## src/hw/rtl/ide_pkg.sv

```systemverilog
// Shared types and constants for the immediate dominator engine.
// No dependencies; every other file imports this package.
package ide_pkg;

  localparam int NODE_W      = 8;
  localparam int DOM_W       = 9;
  localparam int POS_W       = 8;
  localparam int TABLE_DEPTH = 256;
  localparam int MAX_NODES_DEF = 256;

  localparam logic [DOM_W-1:0] UNDEF_DOM = DOM_W'(TABLE_DEPTH);

  typedef enum logic [1:0] {
    CMD_PLACE  = 2'd0,
    CMD_MERGE  = 2'd1,
    CMD_READ   = 2'd2,
    CMD_UNUSED = 2'd3
  } cmd_e;

  typedef enum logic [2:0] {
    RES_UNDEF,
    RES_DOMRD,
    RES_CUR,
    RES_PRED,
    RES_A
  } res_src_e;

  // Controller to datapath commands
  typedef struct packed {
    logic     latch;        // capture the accepted request
    logic     pos_wr;       // position[node] = order
    logic     dom_clr;      // mark dominator[node] undefined
    logic     dom_wr;       // write dominator[node]
    logic     wr_src_pred;  // 1: write pred_node, 0: write meeting point a
    logic     dom_rd_node;  // read dominator[node]
    logic     pos_rd_en;    // read two positions
    logic     pos_rd_walk;  // 1: addresses a/b, 0: node/pred_node
    logic     load_cur;     // capture dominator[node]
    logic     walk_init;    // a = cur, b = pred_node, steps = 0
    logic     climb_issue;  // pick climbing side, read its dominator
    logic     climb_apply;  // move climbing side up, count step
    logic     res_set;      // load result register
    res_src_e res_src;
    logic     res_err;
    logic     out_load;     // move result into output register
  } ide_ctl_t;

  // Datapath to controller status
  typedef struct packed {
    cmd_e cmd;
    logic node_oor;
    logic pred_oor;
    logic order_bad;
    logic cur_undef;
    logic ab_eq;
    logic ab_oor;
    logic a_oor;
    logic steps_done;
    logic out_free;
  } ide_sts_t;

endpackage

```

## src/hw/rtl/ide_ctrl.sv

```systemverilog
// Controller: sequences decode, table access, the dominator walk and the
// response. Depends on ide_pkg.
module ide_ctrl (
  input  logic               clk_i,
  input  logic               rst_ni,
  input  logic               req_valid_i,
  output logic               req_ready_o,
  input  ide_pkg::ide_sts_t  sts_i,
  output ide_pkg::ide_ctl_t  ctl_o
);
  import ide_pkg::*;

  typedef enum logic [2:0] {
    S_IDLE,
    S_DECODE,
    S_READ,
    S_MCHK,
    S_WCMP,
    S_WPOS,
    S_WDOM,
    S_RESP
  } state_e;

  state_e state_q;
  logic   ready_q;

  always_ff @(posedge clk_i or negedge rst_ni) begin
    if (!rst_ni) begin
      state_q <= S_IDLE;
      ready_q <= 1'b1;
    end else begin
      case (state_q)
        S_IDLE: begin
          if (req_valid_i) begin
            state_q <= S_DECODE;
            ready_q <= 1'b0;
          end
        end
        S_DECODE: begin
          if (sts_i.node_oor || sts_i.cmd == CMD_PLACE) begin
            state_q <= S_RESP;
          end else if (sts_i.cmd == CMD_MERGE) begin
            state_q <= S_MCHK;
          end else begin
            state_q <= S_READ;
          end
        end
        S_READ: state_q <= S_RESP;
        S_MCHK: begin
          if (sts_i.pred_oor || sts_i.order_bad || sts_i.cur_undef) begin
            state_q <= S_RESP;
          end else begin
            state_q <= S_WCMP;
          end
        end
        S_WCMP: begin
          if (sts_i.ab_eq || sts_i.ab_oor || sts_i.steps_done) begin
            state_q <= S_RESP;
          end else begin
            state_q <= S_WPOS;
          end
        end
        S_WPOS: state_q <= S_WDOM;
        S_WDOM: state_q <= S_WCMP;
        S_RESP: begin
          if (sts_i.out_free) begin
            state_q <= S_IDLE;
            ready_q <= 1'b1;
          end
        end
        default: begin
          state_q <= S_IDLE;
          ready_q <= 1'b1;
        end
      endcase
    end
  end

  assign req_ready_o = ready_q;

  always_comb begin
    ctl_o = '0;
    ctl_o.res_src = RES_UNDEF;
    case (state_q)
      S_IDLE: ctl_o.latch = req_valid_i;
      S_DECODE: begin
        if (sts_i.node_oor) begin
          ctl_o.res_set = 1'b1;
          ctl_o.res_err = 1'b1;
        end else begin
          case (sts_i.cmd)
            CMD_PLACE: begin
              ctl_o.pos_wr  = 1'b1;
              ctl_o.dom_clr = 1'b1;
              ctl_o.res_set = 1'b1;
            end
            CMD_MERGE: begin
              ctl_o.dom_rd_node = 1'b1;
              ctl_o.pos_rd_en   = 1'b1;
            end
            default: ctl_o.dom_rd_node = 1'b1;
          endcase
        end
      end
      S_READ: begin
        ctl_o.res_set = 1'b1;
        ctl_o.res_src = RES_DOMRD;
        ctl_o.res_err = sts_i.cmd == CMD_UNUSED;
      end
      S_MCHK: begin
        ctl_o.load_cur = 1'b1;
        if (sts_i.pred_oor || sts_i.order_bad) begin
          ctl_o.res_set = 1'b1;
          ctl_o.res_src = RES_DOMRD;
          ctl_o.res_err = 1'b1;
        end else if (sts_i.cur_undef) begin
          ctl_o.dom_wr      = 1'b1;
          ctl_o.wr_src_pred = 1'b1;
          ctl_o.res_set     = 1'b1;
          ctl_o.res_src     = RES_PRED;
        end else begin
          ctl_o.walk_init = 1'b1;
        end
      end
      S_WCMP: begin
        if (sts_i.ab_eq && !sts_i.a_oor) begin
          ctl_o.dom_wr  = 1'b1;
          ctl_o.res_set = 1'b1;
          ctl_o.res_src = RES_A;
        end else if (sts_i.ab_eq || sts_i.ab_oor || sts_i.steps_done) begin
          ctl_o.res_set = 1'b1;
          ctl_o.res_src = RES_CUR;
          ctl_o.res_err = 1'b1;
        end else begin
          ctl_o.pos_rd_en   = 1'b1;
          ctl_o.pos_rd_walk = 1'b1;
        end
      end
      S_WPOS: ctl_o.climb_issue = 1'b1;
      S_WDOM: ctl_o.climb_apply = 1'b1;
      S_RESP: ctl_o.out_load = sts_i.out_free;
      default: ctl_o = '0;
    endcase
  end

endmodule

```

## config.mk

```make
export PLATFORM = sky130hd
export DESIGN_NAME = ide_ctrl
export DESIGN_NICKNAME = d
export VERILOG_FILES = /design/src/hw/rtl/ide_pkg.sv /design/src/hw/rtl/ide_ctrl.sv
export SDC_FILE = /design/constraint.sdc
export NUM_CORES = 1
export LEC_CHECK = 0
export ABC_CLOCK_PERIOD_IN_PS = 2600
export BUFFER_PORTS_ARGS = -buffer_cell sky130_fd_sc_hd__buf_2
export CAP_MARGIN = 20
export CORE_AREA = 2 2 39 41
export DETAILED_ROUTE_END_ITERATION = 12
export DIE_AREA = 0 0 41 43
export PLACE_DENSITY_LB_ADDON = 0.1
export SYNTH_ARGS = -nofsm -noshare
export SYNTH_HDL_FRONTEND = slang
export SYNTH_SLANG_ARGS = --single-unit
export TNS_END_PERCENT = 5
```

## constraint.sdc

```tcl
create_clock -name clk_i -period 2.6 [get_ports clk_i]
set_input_delay 0.52 -clock clk_i [delete_from_list [all_inputs] [get_ports clk_i]]
set_output_delay 0.52 -clock clk_i [all_outputs]
set_load 0.01 [all_outputs]
```

==> impl_metrics.env, run 1 <==
export IMPL_layout_core_utilization_pct=44.6
export IMPL_chipHeight_um=43
export IMPL_total_of_cells_resized_after_clock_tree_synthesis=0
export IMPL_drt_antenna_violating_nets=0
export IMPL_synth_async_reset_ratio_pct=100
export IMPL_most_used_standard_cell_by_instance_count_after_synthesis="nor2_1"
export IMPL_cts_tree="yes"
export IMPL_cap_violations=0
export IMPL_cts_num_sinks=4
export IMPL_gp_routability_congestion=0.729
export IMPL_grt_pass1_vias=476
export IMPL_routed_wire_length_per_instance_um=10.3
export IMPL_finalCriticalPeriod_ps=2140
export IMPL_hp_class="in -> async"
export IMPL_worst_setup_hold_path_clk_slew_ps=40
export IMPL_synth_adder_area_share_pct=0
export IMPL_static_leakage_power_nw=0.349
export IMPL_initial_core_util_pct=32.1
export IMPL_cp_data_required_time_ps=2080
export IMPL_clock_root_buffer="clkbuf_4"
export IMPL_via_per_inst=4.75
export IMPL_detailed_place_area_sq_um=591
export IMPL_cpMaxStageDelayCell="dfrtp_1"
export IMPL_grt_antenna_before_repair=0
export IMPL_post_synth_top_area_fraction_pct=16.9
export IMPL_crit_type="reg -> out"
export IMPL_timing_hold_violations_final=0
export IMPL_count_of_flip_flops_with_a_built_in_enable_after_synthesis=0
export IMPL_synthFlopType="dfrtp_1"
export IMPL_post_dp_hpwl_um=968
export IMPL_reg2reg_setup_slack_ps=1290
export IMPL_final_setup_tns_ps=0
export IMPL_synth_compound_gate_area_share_pct=19.7
export IMPL_design_power_total_w=0.000601
export IMPL_cellPowerDensity_nw_per_um2=975
export IMPL_type_of_element_launching_the_critical_path="register"
export IMPL_fin_hold_ws_ps=79.3
export IMPL_worst_pin_slew_ps=407
export IMPL_post_synth_top_area_cell="dfrtp_1"
export IMPL_synth_top_family_by_area="simple AND/OR/NAND/NOR gates"
export IMPL_clock_buffers_created_by_tritoncts=3
export IMPL_detail_route_first_pass_iterations=4
export IMPL_clock_latency_ps=230
export IMPL_cts_htree_levels=1
export IMPL_max_slew_margin_pct=72.7
export IMPL_global_route_wire_length_before_repair_um=1830
export IMPL_post_synth_mux_area_share_pct=0
export IMPL_clock_path_buffers=2
export IMPL_endpoint_kind="output pin"
export IMPL_max_vdd_ir_drop_v=0.000372
export IMPL_synthTopCellsByArea="dfrtp_1 17%, nor2_1 7.6%, dfstp_2 5.9%"
export IMPL_total_nets_after_synthesis=75
export IMPL_die_area_sq_um=1760
export IMPL_antennaDiodeCount=0
export IMPL_total_drc_errors_in_the_routed_layout=0
export IMPL_cts_post_setup_buffers_inserted=0
export IMPL_critPathArrivalTime_ps=1620
export IMPL_period_share_pct=82.4
export IMPL_synth_simple_gate_area_share_pct=45.6
export IMPL_drt_total_wl_um=1130
export IMPL_synth_yosys_warnings=0
export IMPL_synth_area_sq_um=444
export IMPL_synthToLayoutAreaGrowth_pct=38.9
export IMPL_status="completed"
export IMPL_total_of_buffers_placed_on_input_and_output_ports=32
export IMPL_synth_distinct_cells=30
export IMPL_ordered_list_of_cells_on_the_worst_path="or3b_4, nor2_4, nand2_2, o211ai_2, buf_2"
export IMPL_all_layer_global_routing_usage_pct=14.4
export IMPL_fp_row_count=14
export IMPL_finClkSkew_ps=5.80
export IMPL_cts_hold_fix_buffers=0
export IMPL_core_area_sq_um=1380
export IMPL_ys_seq_area_share_pct=22.8
export IMPL_syn_area_cell_sq_um=7.28
export IMPL_grt_setup_unrepaired="no"
export IMPL_crit_path_max_fanout=12
export IMPL_vias_after_detailed_routing=518
export IMPL_synthCells=61
export IMPL_synthTopCellsByCount="9 x nor2_1, 7 x nand2_1, 5 x inv_1, 5 x nor3_1"
export IMPL_drt_iter0_markers=13
export IMPL_slew_violations=0
export IMPL_die_width_um=41
export IMPL_number_of_endpoints_failing_setup_at_the_final_stage=0
export IMPL_grt_start_max_net_pins=13
export IMPL_synthXorXnorAreaFrac_pct=0
export IMPL_ys_seq_elements=4
export IMPL_max_freq_ghz=0.467
export IMPL_layout_nets=108
export IMPL_final_layout_size_suffix_gt1_share_pct=51.6
export IMPL_grt_ovfl_total=0
export IMPL_layout_cell_area_non_filler_sq_um=617
export IMPL_slowest_delay_ps=490
export IMPL_io_pins=33
[cells by family (layout without fill, tap and decap cells)]
| kind of cell | after synthesis | in the layout |
|---|---|---|
| buf+inv | 9 | 41 |
| simple gates | 37 | 37 |
| flops | 4 | 4 |
| compound gates | 11 | 11 |
[cell type report]
class,count,area [sq um]
multi-input combinational,48,290
inverter,5,18.8
sequential,4,101
clock buffer,4,26.3
tap,16,20.0
fill,147,767
timing repair buffer,32,160
[routing by layer]
| layer | vias up | track usage (%) | share of wire [%] |
|---|---|---|---|
| li1 | 271 | - | - |
| met1 | 230 | 19.5 | 44 |
| met2 | 17 | 23.1 | 50 |
| met3 | 0 | 1.57 | 6.0 |
| met4 | 0 | 4.00 | 0 |
| met5 | - | 0 | 0 |
[flip-flops by register name, summed over array words and instances (netlist names)]
signal and cells:
req_ready_o 1, state_q 3
[cells in the final DEF (no fill, tap or decap), types with 2 or more instances in the layout]
master,n
nand2_1,7
buf_2,32
clkbuf_4,3
o21ai_0,3
nand2_2,2
and2_1,2
nor4_1,2
dfrtp_1,3
nor2_1,9
inv_1,5
nor3_1,5
[critical path, delay by kind of cell, from the launching register on]
family                 cells  cell delay, ps
DFF                        1             490
and+or+nand+nor            3             700
buffers and inverters      1             140
AOI/OAI and AO/OA          1              50
[stage by stage]
step | setup WS, ps | std cells
floorplan | 657 | 61
global placement | 632 | 105
detailed placement | 643 | 105
CTS | 440 | 109
global route | 284 | 109
finish | 459 | 109
[report_power, final]
part / switching, W / total, W / internal [W] / leakage, nW
clock network: 0.0000265 / 0.0000842 / 0.0000577 / 0.0150
logic: 0.000198 / 0.000358 / 0.000160 / 0.290
registers: 0.0000617 / 0.000159 / 0.0000976 / 0.0439
total: 0.000286 / 0.000601 / 0.000315 / 0.349
[worst paths after layout]
path,startpoint,to,cells after the start
worst max-delay path,state_q[0],ctl_o[1],5
worst min-delay path,rst_ni,state_q[1],1
worst max register to register,state_q[0],state_q[1],4
worst min register to register,req_ready_o,req_ready_o,2
max in group asynchronous,rst_ni,req_ready_o,1
min in group clk_i,req_ready_o,req_ready_o,2
Note: power is estimated with default switching activity, not from simulation.
==> run 2, diff against run 1 <==
ABC_CLOCK_PERIOD_IN_PS = 1800   (was 2600)
CORE_AREA = default   (was 2 2 39 41)
CORE_UTILIZATION = 34   (was default)
DIE_AREA = default   (was 0 0 41 43)
clock period = 1.8 ns   (was 2.6 ns; I/O delays follow)
==> run 2 against run 1 <==
  * Largest power group unchanged
  * Critical path type unchanged
  * Combinational power rose by 100%
  * The run now ends with negative setup slack left
  * Wire length rose by 15%
  * Die area fell by 17%
  * Via count rose by 13%
  * Hold slack improved by 320 ps
==> impl_metrics.env, run 2 (synthesis results as in run 1) <==
export IMPL_status="finished with violations"
export IMPL_violations="negative setup slack"
export IMPL_top_layer="met4"
export IMPL_cts_tree="yes"
export IMPL_chipHeight_um=38.1
export IMPL_reg2reg_setup_slack_ps=570
export IMPL_pwr_share_clk_pct=12.1
export IMPL_clock_latency_ps=250
export IMPL_crit_type="reg -> out"
export IMPL_cellPowerDensity_nw_per_um2=1470
export IMPL_grt_start_max_net_pins=7
export IMPL_total_of_buffers_placed_on_input_and_output_ports=32
export IMPL_drt_met1_wl_um=562
export IMPL_power_internal_w=0.000580
export IMPL_hp_class="in -> reg"
export IMPL_drt_iter0_markers=7
export IMPL_worstPathBufferInverterCount=1
export IMPL_critPathArrivalTime_ps=1510
export IMPL_final_setup_tns_ps=-164
export IMPL_layout_filler_cells=124
export IMPL_die_width_um=38.1
export IMPL_power_switching_fraction_pct=45.4
export IMPL_all_layer_global_routing_usage_pct=22.0
export IMPL_cts_htree_levels=1
export IMPL_cap_violations=0
export IMPL_pre_cts_slack_ps=121
export IMPL_period_share_pct=104
export IMPL_max_freq_ghz=0.536
export IMPL_cts_num_sinks=4
export IMPL_number_of_endpoints_failing_setup_at_the_final_stage=4
export IMPL_place_inst=106
export IMPL_cp_data_required_time_ps=1440
export IMPL_cpMaxStageDelayCell="or3b_4"
export IMPL_post_dp_hpwl_um=919
export IMPL_type_of_element_launching_the_critical_path="register"
export IMPL_max_vdd_ir_drop_v=0.00101
export IMPL_initial_core_util_pct=38.4
export IMPL_total_drc_errors_in_the_routed_layout=0
export IMPL_power_switching_w=0.000481
export IMPL_dr_wl_met3_um=87
export IMPL_static_leakage_power_nw=0.394
export IMPL_antennaDiodeCount=0
export IMPL_layout_commonest_cell="buf_2"
export IMPL_postLayoutSetupSlackWorst_ps=-67.3
export IMPL_final_layout_size_suffix_gt1_share_pct=61.8
export IMPL_seq_power_share_pct=19.9
export IMPL_die_area_sq_um=1460
export IMPL_max_flop_register="state_q"
export IMPL_met2WireLength_um=624
export IMPL_via_per_inst=5.06
export IMPL_crit_path_max_fanout=5
export IMPL_grt_antenna_before_repair=0
export IMPL_drt_antenna_violating_nets=0
export IMPL_fin_hold_ws_ps=397
export IMPL_routed_wire_length_per_instance_um=11.2
export IMPL_max_slew_margin_pct=73.9
export IMPL_grt_pass1_vias=522
export IMPL_endpoint_kind="output pin"
export IMPL_detail_route_first_pass_iterations=4
export IMPL_layout_nets=117
export IMPL_critPathTopFamily="simple AND/OR/NAND/NOR gates"
export IMPL_final_cell_mix="31 x buf_2, 9 x nor2_1, 8 x buf_4"
export IMPL_vias_after_detailed_routing=587
export IMPL_slowest_delay_ps=440
export IMPL_grt_setup_unrepaired="yes"
export IMPL_instances_no_fill=116
export IMPL_finClkSkew_ps=12.8
export IMPL_ordered_list_of_cells_on_the_worst_path="or3b_4, nor2_4, nand2_2, o211ai_2, buf_2"
export IMPL_slew_violations=0
export IMPL_gp_routability_congestion=0.772
export IMPL_core_area_sq_um=1160
export IMPL_grt_ovfl_total=0
export IMPL_power_frac_comb_pct=68.0
export IMPL_finalCriticalPeriod_ps=1870
export IMPL_worst_pin_slew_ps=388
export IMPL_clock_path_buffers=2
export IMPL_worst_setup_hold_path_clk_slew_ps=50
export IMPL_global_route_wire_length_before_repair_um=2180
export IMPL_io_pins=33
export IMPL_design_power_total_w=0.00106
export IMPL_timing_hold_violations_final=0
export IMPL_clock_root_buffer="clkbuf_4"
export IMPL_drt_total_wl_um=1300
export IMPL_max_ffs_per_register=3
export IMPL_fp_row_count=12
export IMPL_synthToLayoutAreaGrowth_pct=62.3
export IMPL_clock_buffers_created_by_tritoncts=3
## run 2: changes by cell type in the layout (fill, tap and decap cells not counted), sizes merged
cell | previous run | this run
buf | 32 | 40
dlygate4sd3 | 0 | 1
## run 2: stage by stage
| stage | instance area [sq um] | utilization [%] |
|---|---|---|
| 3_5_place_dp | 611 | 52.8 |
| 5_1_grt | 721 | 62.3 |
| 6_report | 721 | 62.3 |
| 3_3_place_gp | 611 | 52.8 |
| 2_1_floorplan | 444 | - |
| 4_1_cts | 699 | 60.5 |
## run 2: path summary, 6_finish.rpt
check | cells after the start | end | from
min in group asynchronous | 2 | state_q[0] | rst_ni
min reg2reg | 2 | req_ready_o | req_ready_o
max | 5 | ctl_o[1] | state_q[0]
max reg2reg | 5 | state_q[0] | state_q[2]
min | 3 | req_ready_o | req_valid_i
max in group asynchronous | 2 | req_ready_o | rst_ni
## run 2: timing repair
item | in CTS | in global routing
setup buffers | 5 | 0
endpoints found under the setup margin | 11 | 11
pin swaps | 3 | 1
hold endpoints to repair | 3 | 0
hold buffers | 1 | 0
gates resized for setup | 5 | 4
cloned | 0 | 0
## run 2: cell type report
class / instances / area (sq um) / area share, %
clock buffer: 4 / 26.3 / 3.65
inverter: 5 / 18.8 / 2.60
multi-input combinational: 48 / 317 / 43.9
sequential: 4 / 105 / 14.6
tap: 14 / 17.5 / 2.43
timing repair buffer: 41 / 236 / 32.8
## run 2: layer usage
layer	vias up	track usage [%]
met5	-	0
met4	0	11.6
met3	4	7.56
met2	28	33.9
met1	263	26.4
li1	292	-
## run 2: worst min-delay path, cell delays in order
cell and delay (ps):
buf_2 80, and2_1 130, nor2_1 50
## run 2: power groups by stage
stage,sequential [W],combinational [W],clock (W)
2_1_floorplan,0.000167,0.000459,0
3_3_place_gp,0.000207,0.000587,0
3_5_place_dp,0.000214,0.000591,0
4_1_cts,0.000203,0.000708,0.000132
5_1_grt,0.000223,0.000793,0.000139
6_report,0.000211,0.000721,0.000129
==> run 3, diff against run 2 <==
ABC_CLOCK_PERIOD_IN_PS = 2200   (was 1800)
CORE_AREA = 2 2 39 41   (was default)
CORE_UTILIZATION = default   (was 34)
DIE_AREA = 0 0 41 43   (was default)
clock period = 2.2 ns   (was 1.8 ns; I/O delays follow)
==> run 3 against run 2 <==
  * The flow now finishes without violations
  * First-iteration DRC count fell by 14%
  * Clock power shrank 25%
  * Via count decreased by 14%
  * Combinational power down 42%
  * Die area increased by 21%
  * Critical path depth unchanged
  * Register-to-register slack better by 330 ps
  * Worst setup slack better by 220 ps
  * Core utilization decreased by 17 points
==> impl_metrics.env, run 3 (synthesis results as in run 1) <==
export IMPL_total_drc_errors_in_the_routed_layout=0
export IMPL_type_of_element_launching_the_critical_path="register"
export IMPL_initial_core_util_pct=32.1
export IMPL_drt_antenna_violating_nets=0
export IMPL_finClkSkew_ps=5.01
export IMPL_period_share_pct=92.9
export IMPL_power_switching_w=0.000333
export IMPL_endpoint_kind="output pin"
export IMPL_max_slew_margin_pct=74.3
export IMPL_critPathArrivalTime_ps=1600
export IMPL_antennaDiodeCount=0
export IMPL_cap_violations=0
export IMPL_core_area_sq_um=1380
export IMPL_crit_path_max_fanout=9
export IMPL_routed_wire_length_per_instance_um=9.66
export IMPL_final_setup_tns_ps=0
export IMPL_clock_path_buffers=2
export IMPL_global_route_wire_length_before_repair_um=1770
export IMPL_gp_routability_congestion=0.743
export IMPL_number_of_endpoints_failing_setup_at_the_final_stage=0
export IMPL_clock_latency_ps=230
export IMPL_hp_class="in -> reg"
export IMPL_status="completed"
export IMPL_pwr_share_clk_pct=13.7
export IMPL_layout_filler_cells=152
export IMPL_max_vdd_ir_drop_v=0.000343
export IMPL_clock_root_buffer="clkbuf_4"
export IMPL_drt_iter0_markers=6
export IMPL_finalCriticalPeriod_ps=2040
export IMPL_cp_data_required_time_ps=1760
export IMPL_worst_setup_hold_path_clk_slew_ps=40
export IMPL_grt_pass1_vias=444
export IMPL_max_ffs_per_register=3
export IMPL_synthToLayoutAreaGrowth_pct=41.4
export IMPL_chipHeight_um=43
export IMPL_grt_setup_unrepaired="no"
export IMPL_fp_row_count=14
export IMPL_via_per_inst=4.60
export IMPL_static_leakage_power_nw=0.352
export IMPL_power_internal_w=0.000376
export IMPL_io_pins=33
export IMPL_power_switching_fraction_pct=47.0
export IMPL_drt_total_wl_um=1060
export IMPL_final_cell_mix="32 x buf_2, 9 x nor2_1, 7 x nand2_1"
export IMPL_post_dp_hpwl_um=877
export IMPL_detail_route_first_pass_iterations=2
export IMPL_vias_after_detailed_routing=506
export IMPL_layout_nets=109
export IMPL_multi_input_comb_area_sq_um=290
export IMPL_design_power_total_w=0.000709
export IMPL_die_area_sq_um=1760
export IMPL_die_width_um=41
export IMPL_grt_ovfl_total=0
export IMPL_slew_violations=0
export IMPL_cts_num_sinks=4
export IMPL_total_of_buffers_placed_on_input_and_output_ports=32
export IMPL_power_frac_comb_pct=58.8
export IMPL_crit_type="reg -> out"
export IMPL_final_layout_size_suffix_gt1_share_pct=52.1
export IMPL_grt_start_max_net_pins=13
export IMPL_regArea_sq_um=103
export IMPL_cts_tree="yes"
export IMPL_layout_core_utilization_pct=45.4
export IMPL_worst_pin_slew_ps=383
export IMPL_cts_htree_levels=1
export IMPL_max_flop_register="state_q"
export IMPL_clock_buffers_created_by_tritoncts=3
export IMPL_layout_commonest_cell="buf_2"
export IMPL_cellPowerDensity_nw_per_um2=1130
export IMPL_worstHoldPathCells=3
export IMPL_max_freq_ghz=0.489
export IMPL_seq_power_share_pct=27.5
export IMPL_all_layer_global_routing_usage_pct=13.9
export IMPL_grt_antenna_before_repair=0
export IMPL_timing_hold_violations_final=0
export IMPL_reg2regPathDepth=4
-- run 3: final timing paths --
path / start / to / slack [ps]
worst max-delay path: state_q[2] / ctl_o[1] / 160
worst min-delay path: req_valid_i / req_ready_o / 480
worst max register to register: state_q[2] / state_q[1] / 900
worst min register to register: req_ready_o / req_ready_o / 490
max in group asynchronous: rst_ni / req_ready_o / 1450
min in group asynchronous: rst_ni / state_q[2] / 540
-- run 3: power groups by stage --
stage | Sequential (W) | Clock (W) | Combinational [W]
floorplan | 0.000137 | 0 | 0.000375
global placement | 0.000192 | 0 | 0.000422
detailed placement | 0.000191 | 0 | 0.000422
CTS | 0.000191 | 0.000101 | 0.000424
global route | 0.000205 | 0.000108 | 0.000474
finish | 0.000195 | 0.0000973 | 0.000417
-- run 3: critical path: stages (launching register included) --
cell and delay [ps]:
dfrtp_1 500, or3b_4 460, nor2_4 140, nand2_2 70, o211ai_2 50, buf_2 150
-- run 3: routing by layer --
layer	track usage (%)	up-vias	share of wire, %
met4	4.00	0	0
li1	-	274	-
met1	19.9	215	47
met5	0	-	0
met2	21.3	17	45
met3	1.57	0	7.8
-- run 3: metrics by stage --
| step | cells | worst slack (ps) | hold WS (ps) | area (sq um) |
|---|---|---|---|---|
| floorplan | 61 | 337 | 144 | 444 |
| global placement | 105 | 382 | 249 | 591 |
| detailed placement | 105 | 378 | 247 | 591 |
| CTS | 110 | 126 | 471 | 627 |
| global route | 110 | 58.1 | 483 | 628 |
| finish | 110 | 157 | 475 | 628 |
-- run 3: cell type report --
class | instances | share of cell area (%)
Tap cell | 16 | 3.19
Sequential cell | 4 | 16.3
Multi-Input combinational cell | 48 | 46.2
Clock buffer | 4 | 4.18
Inverter | 5 | 2.99
Timing Repair Buffer | 33 | 27.1
-- run 3: timing repair --
item / in CTS / in global routing
gates resized for setup: 0 / 1
setup buffers: 0 / 0
hold endpoints to repair: 2 / 0
setup endpoints to repair: 0 / 2
hold buffers: 1 / 0
